## src/hdl/wfdr_pkg.sv

```systemverilog
package wfdr_pkg;

   // Operation codes carried in the func field of an input word.
   typedef enum logic [2:0] {
      FUNC_PUSH    = 3'd0,
      FUNC_POP     = 3'd1,
      FUNC_ADVANCE = 3'd2,
      FUNC_QUERY   = 3'd3,
      FUNC_PEER    = 3'd4,
      FUNC_DEPOSIT = 3'd5
   } func_type;

   typedef enum logic [1:0] {
      STATUS_OK   = 2'd0,
      STATUS_FAIL = 2'd1,
      STATUS_ZERO = 2'd2
   } status_type;

   // Configuration register indexes.
   localparam int CSR_INDEX_BITS = 4;
   localparam int CSR_DATA_BITS  = 9;
   localparam logic [CSR_INDEX_BITS-1:0] CSR_RING_KIND = 4'd0;
   localparam logic [CSR_INDEX_BITS-1:0] CSR_RING_SIZE = 4'd1;

   // Fixed field widths of the channels.
   localparam int PTR_BITS   = 8;
   localparam int COUNT_BITS = 9;
   localparam int WORD_BITS  = 64;
   localparam int ALU_BITS   = 11;

   typedef struct packed {
      logic neg;
      logic ge_size;
      logic gt_size;
   } alu_flags_type;

endpackage

```

## src/hdl/wfdr_alu.sv

```systemverilog
module wfdr_alu (
   input  logic [wfdr_pkg::COUNT_BITS-1:0] opa,
   input  logic [wfdr_pkg::COUNT_BITS-1:0] opb,
   input  logic [wfdr_pkg::COUNT_BITS-1:0] opc,
   input  logic [wfdr_pkg::COUNT_BITS-1:0] size,
   output logic [wfdr_pkg::ALU_BITS-1:0]   res,
   output wfdr_pkg::alu_flags_type         flags
);
   import wfdr_pkg::*;

   logic [ALU_BITS-2:0] mag;

   // Shared add/subtract with a compare against the ring size. Operands are
   // nine bits, so an eleven-bit two's complement result never overflows.
   assign res = ALU_BITS'(opa) + ALU_BITS'(opb) - ALU_BITS'(opc);
   assign mag = res[ALU_BITS-2:0];

   always_comb begin
      flags.neg     = res[ALU_BITS-1];
      flags.ge_size = !res[ALU_BITS-1] && (mag >= (ALU_BITS-1)'(size));
      flags.gt_size = !res[ALU_BITS-1] && (mag > (ALU_BITS-1)'(size));
   end

endmodule

```

## config.mk

```make
export PLATFORM = sky130hd
export DESIGN_NAME = wfdr_alu
export DESIGN_NICKNAME = d
export VERILOG_FILES = /design/src/hdl/wfdr_pkg.sv /design/src/hdl/wfdr_alu.sv
export SDC_FILE = /design/constraint.sdc
export NUM_CORES = 1
export LEC_CHECK = 0
export ABC_AREA = 1
export BUFFER_PORTS_ARGS = -buffer_cell sky130_fd_sc_hd__buf_2
export CAP_MARGIN = 20
export CELL_PAD_IN_SITES_DETAIL_PLACEMENT = 0
export CELL_PAD_IN_SITES_GLOBAL_PLACEMENT = 1
export CORE_UTILIZATION = 35
export DETAILED_ROUTE_END_ITERATION = 16
export PLACE_DENSITY_LB_ADDON = 0.1
export SETUP_SLACK_MARGIN = 0.05
export SLEW_MARGIN = 20
export SYNTH_ARGS = -nofsm -noshare
export SYNTH_HDL_FRONTEND = slang
export SYNTH_SLANG_ARGS = --single-unit
```

## constraint.sdc

```tcl
create_clock -name vclk -period 5.8
set_input_delay 0.58 -clock vclk [all_inputs]
set_output_delay 0.58 -clock vclk [all_outputs]
set_load 0.03 [all_outputs]
```

# ---- Word level (Yosys, flattened, before mapping)
# Index checks and enable logic that the tools add are counted.
dict set report word_totals {
  reg_bits 0
  input_bits 36
  word_cells 7
}
dict set report classes {
  add_sub_neg 2
  magnitude_cmp 2
  n_reduce_logical 3
}
# operator n
set ops {}
lappend ops {{10-bit by 9-bit subtractor with 11-bit output} 1}
lappend ops {{9-bit by 9-bit adder with 10-bit output} 1}
lappend ops {{10-bit by 9-bit >= comparator with 1-bit output} 1}
lappend ops {{10-bit by 9-bit > comparator with 1-bit output} 1}
lappend ops {{1-bit logical AND} 2}
lappend ops {{1-bit logical NOT} 1}

# ---- Longest topological paths before layout
dict set report depth {
  ltp_word 4
  ltp_mapped 21
}

# ---- Worst setup path after synthesis
# Ideal clock, no wire load.
dict set report synth_path {
  kind {input-to-output}
  from {input port opa[4] in the netlist's numbering}
  to {output port flags[0] in the netlist's numbering}
  t_arrival_ns 3.551
  slack_ns 1.669
  cell_stages 19
  path_buffers 0
  path_cell_list {inv_1 -> fa_1 -> inv_1 -> ha_1 -> a21oi_1 -> nand2_2 -> a21oi_1 -> xor2_1 -> ha_1 -> nand2_1 -> nor2_1 -> nand2_1 -> nand3_1 -> nand2_1 -> nand2_1 -> nand2_1 -> nand3_1 -> nand2_1 -> nor2_2}
}
# element line_no
set synth_rtl {}
lappend synth_rtl {{start, declared} wfdr_alu.sv:2} ;# input logic [wfdr_pkg::COUNT_BITS-1:0] opa,
lappend synth_rtl {{end, declared} wfdr_alu.sv:7} ;# output wfdr_pkg::alu_flags_type flags

==> impl_metrics.py <==
metrics = {
    "outcome": {
        "outcome": "completed",
    },
    "clocking": {
        "cts_resized": 0,
        "postCtsSetupRepairBufs": 0,
        "ctsHoldBuffers": 0,
    },
    "worst_setup_path": {
        "worstPathCellList": "buf_2, inv_1, fa_1, inv_1, ha_1, nand2_2, inv_1, nand2_1, nand2_2, a21oi_1, xor2_1, ha_1, nand2_1, nor2_1, nand2_1, nand3_1, nand2_1, nand2_1, nand2_1, nand3_1, nand2_1, nor2_2, buf_2",
        "crit_type": "primary input to output pin",
        "start_kind": "primary input",
        "cp_common_cell": "nand2_1",
        "cp-end-kind": "output pin",
        "worstPathArrival_ns": 3.43,
        "cp_max_fo": 4,
        "slowest_delay_ns": 0.53,
        "required_ns": 5.22,
        "crit_start": "opa[3]",
        "cp_slowest_cell": "fa_1",
    },
    "routing": {
        "route.antenna.remaining_nets": 0,
        "num_vias": 1022,
        "drtIter0Drc": 8,
        "drt-total-wl_um": 1920,
        "drc": 0,
        "drt_pre_antenna_iters": 4,
        "wl_per_cell_um": 7.84,
        "viasPerCell": 4.17,
    },
    "final_layout": {
        "drive_gt1_share_pct": 28.5,
        "regArea_um2": 0,
        "antennaDiodeCount": 0,
        "clkbuf_count": 0,
        "area_growth_pct": 27.1,
        "seq_cell_count": 0,
        "num-nets-final": 280,
    },
    "flow_run": {
        "drv_cap": 0,
    },
    "die": {
        "rows": 19,
        "die_height_um": 56.5,
        "die_area_um2": 3190,
        "start_util_pct": 37.4,
        "num_io_pins": 50,
        "design.core.area_um2": 2780,
        "die_w_um": 56.5,
    },
    "power": {
        "p_leak_nw": 0.909,
        "max-vdd-ir-drop_mv": 0.156,
        "powerDensity_nw_per_um2": 256,
    },
    "placed_design": {
        "routabilityCongestion": 0.795,
        "hpwl_um": 1820,
        "dpl_worst_slack_ns": 1.78,
        "port_buffers": 50,
    },
    "sta": {
        "fin_ws_ns": 1.79,
        "fin_tns_setup_ns": 0,
        "fmax_mhz": 249,
        "grt_setup_unrepaired": "no",
        "period_needed_ns": 4.01,
        "tightest_slew_ns": 0.219,
        "hold_viol_final": 0,
        "setup_viol": 0,
        "slew_headroom_pct": 85.4,
        "slew_violations": 0,
        "fin_crit_sh_pct": 69.2,
    },
    "global_routing": {
        "grt_pass1_vias": 873,
        "antenna_found_initial": 0,
        "grt_pass1_wl_um": 3340,
        "grt_overflow": 0,
        "grtUsageTotal_pct": 12.1,
        "grt_max_degree": 6,
    },
    "synth": {
        "synth.distinct_cells": 18,
        "ys_seq_area_share_pct": 0,
        "yosysWarnings": 0,
        "synth_cells": 165,
        "synth_top_area_share_pct": 22.9,
        "yosys.area.top_type": "ha_1",
        "synth_area_um2": 1040,
        "syn_area_per_cell_um2": 6.30,
        "synth_area_leaders": "ha_1 (23%), inv_1 (23%), fa_1 (17%)",
        "syn_nets": 229,
    },
    "hold_path": {
        "min_from": "opa[0]",
        "hold_path_class": "primary input to output pin",
    },
}
final timing paths:
check | slack [ns] | endpoint | depth (start not counted)
worst max-delay path | 1.79 | flags[0] | 23
worst min-delay path | 1.57 | res[0] | 3
critical path: cells and delay by family:
| family | cells | cell delay [ns] |
|---|---|---|
| adders and majority gates | 3 | 1.18 |
| and+or+nand+nor | 13 | 0.97 |
| buffers and inverters | 5 | 0.38 |
| AOI/OAI and AO/OA | 1 | 0.19 |
| xor gates and xnor gates | 1 | 0.13 |
logic make-up (layout without fill, tap and decap cells):
family                   Yosys count  in the layout  share of synthesized area, %
buffers and inverters             64            113                          23.5
AND/OR/NAND/NOR                   53             53                          22.7
adder cells (fa/ha/maj)           28             28                          40.2
AO/OA/AOI/OAI                     13             13                          7.70
XOR/XNOR                           7              7                          5.90
stage by stage:
stage               utilization, %  hold WS [ns]  instances  power [mW]  instance area, µm²
floorplan                        -          1.44        165       0.261                1040
global placement              47.5          1.57        245       0.338                1320
detailed placement            47.5          1.57        245       0.341                1320
CTS                           47.5          1.57        245       0.342                1320
global route                  47.5          1.59        245       0.381                1320
finish                        47.5          1.57        245       0.338                1320
power by group:
group / switching (mW) / total (mW) / internal [mW]
clock: 0 / 0 / 0
sequential: 0 / 0 / 0
combinational: 0.218 / 0.338 / 0.119
total: 0.218 / 0.338 / 0.119
synth_stat cells:
| cell type | number |
|---|---|
| nand2_1 | 32 |
| o21a_1 | 1 |
| a21oi_1 | 9 |
| o21bai_2 | 1 |
| nor2_2 | 3 |
| inv_1 | 63 |
| buf_4 | 1 |
| nand4_1 | 2 |
| o21ai_2 | 1 |
| xor2_1 | 2 |
| xnor2_1 | 5 |
| o21bai_1 | 1 |
| nand3_1 | 5 |
| nand2_2 | 5 |
| ha_1 | 19 |
| fa_1 | 9 |
| nor2_1 | 5 |
| nand3_2 | 1 |
layout make-up:
type / count / area, µm²
repair buffers: 50 / 250
multi-input cells: 101 / 796
inverters: 63 / 236
fillers: 300 / 1460
well taps: 31 / 38.8
layer usage:
metal / track usage, % / vias to the layer above / wire length (µm) / part of all wire, %
li1: - / 572 / - / -
met1: 16.7 / 421 / 926 / 48
met2: 22.2 / 29 / 883 / 46
met3: 0.461 / 0 / 111 / 5.8
met4: 0 / 0 / 0 / 0
met5: 0 / - / 0 / 0
cell usage in the layout, fill, tap and decap left out:
cell / synthesis / routed
inv_1: 63 / 63
nand3_2: 1 / 1
o21a_1: 1 / 1
xor2_1: 2 / 2
nand2_1: 32 / 32
buf_2: 0 / 50
nor2_2: 3 / 3
nand3_1: 5 / 5
o21bai_2: 1 / 1
ha_1: 19 / 19
nor2_1: 5 / 5
fa_1: 9 / 9
o21ai_2: 1 / 1
o21bai_1: 1 / 1
nand4_1: 2 / 2
a21oi_1: 9 / 9
xnor2_1: 5 / 5
nand2_2: 5 / 5
Note: power is estimated with default switching activity, not from simulation.
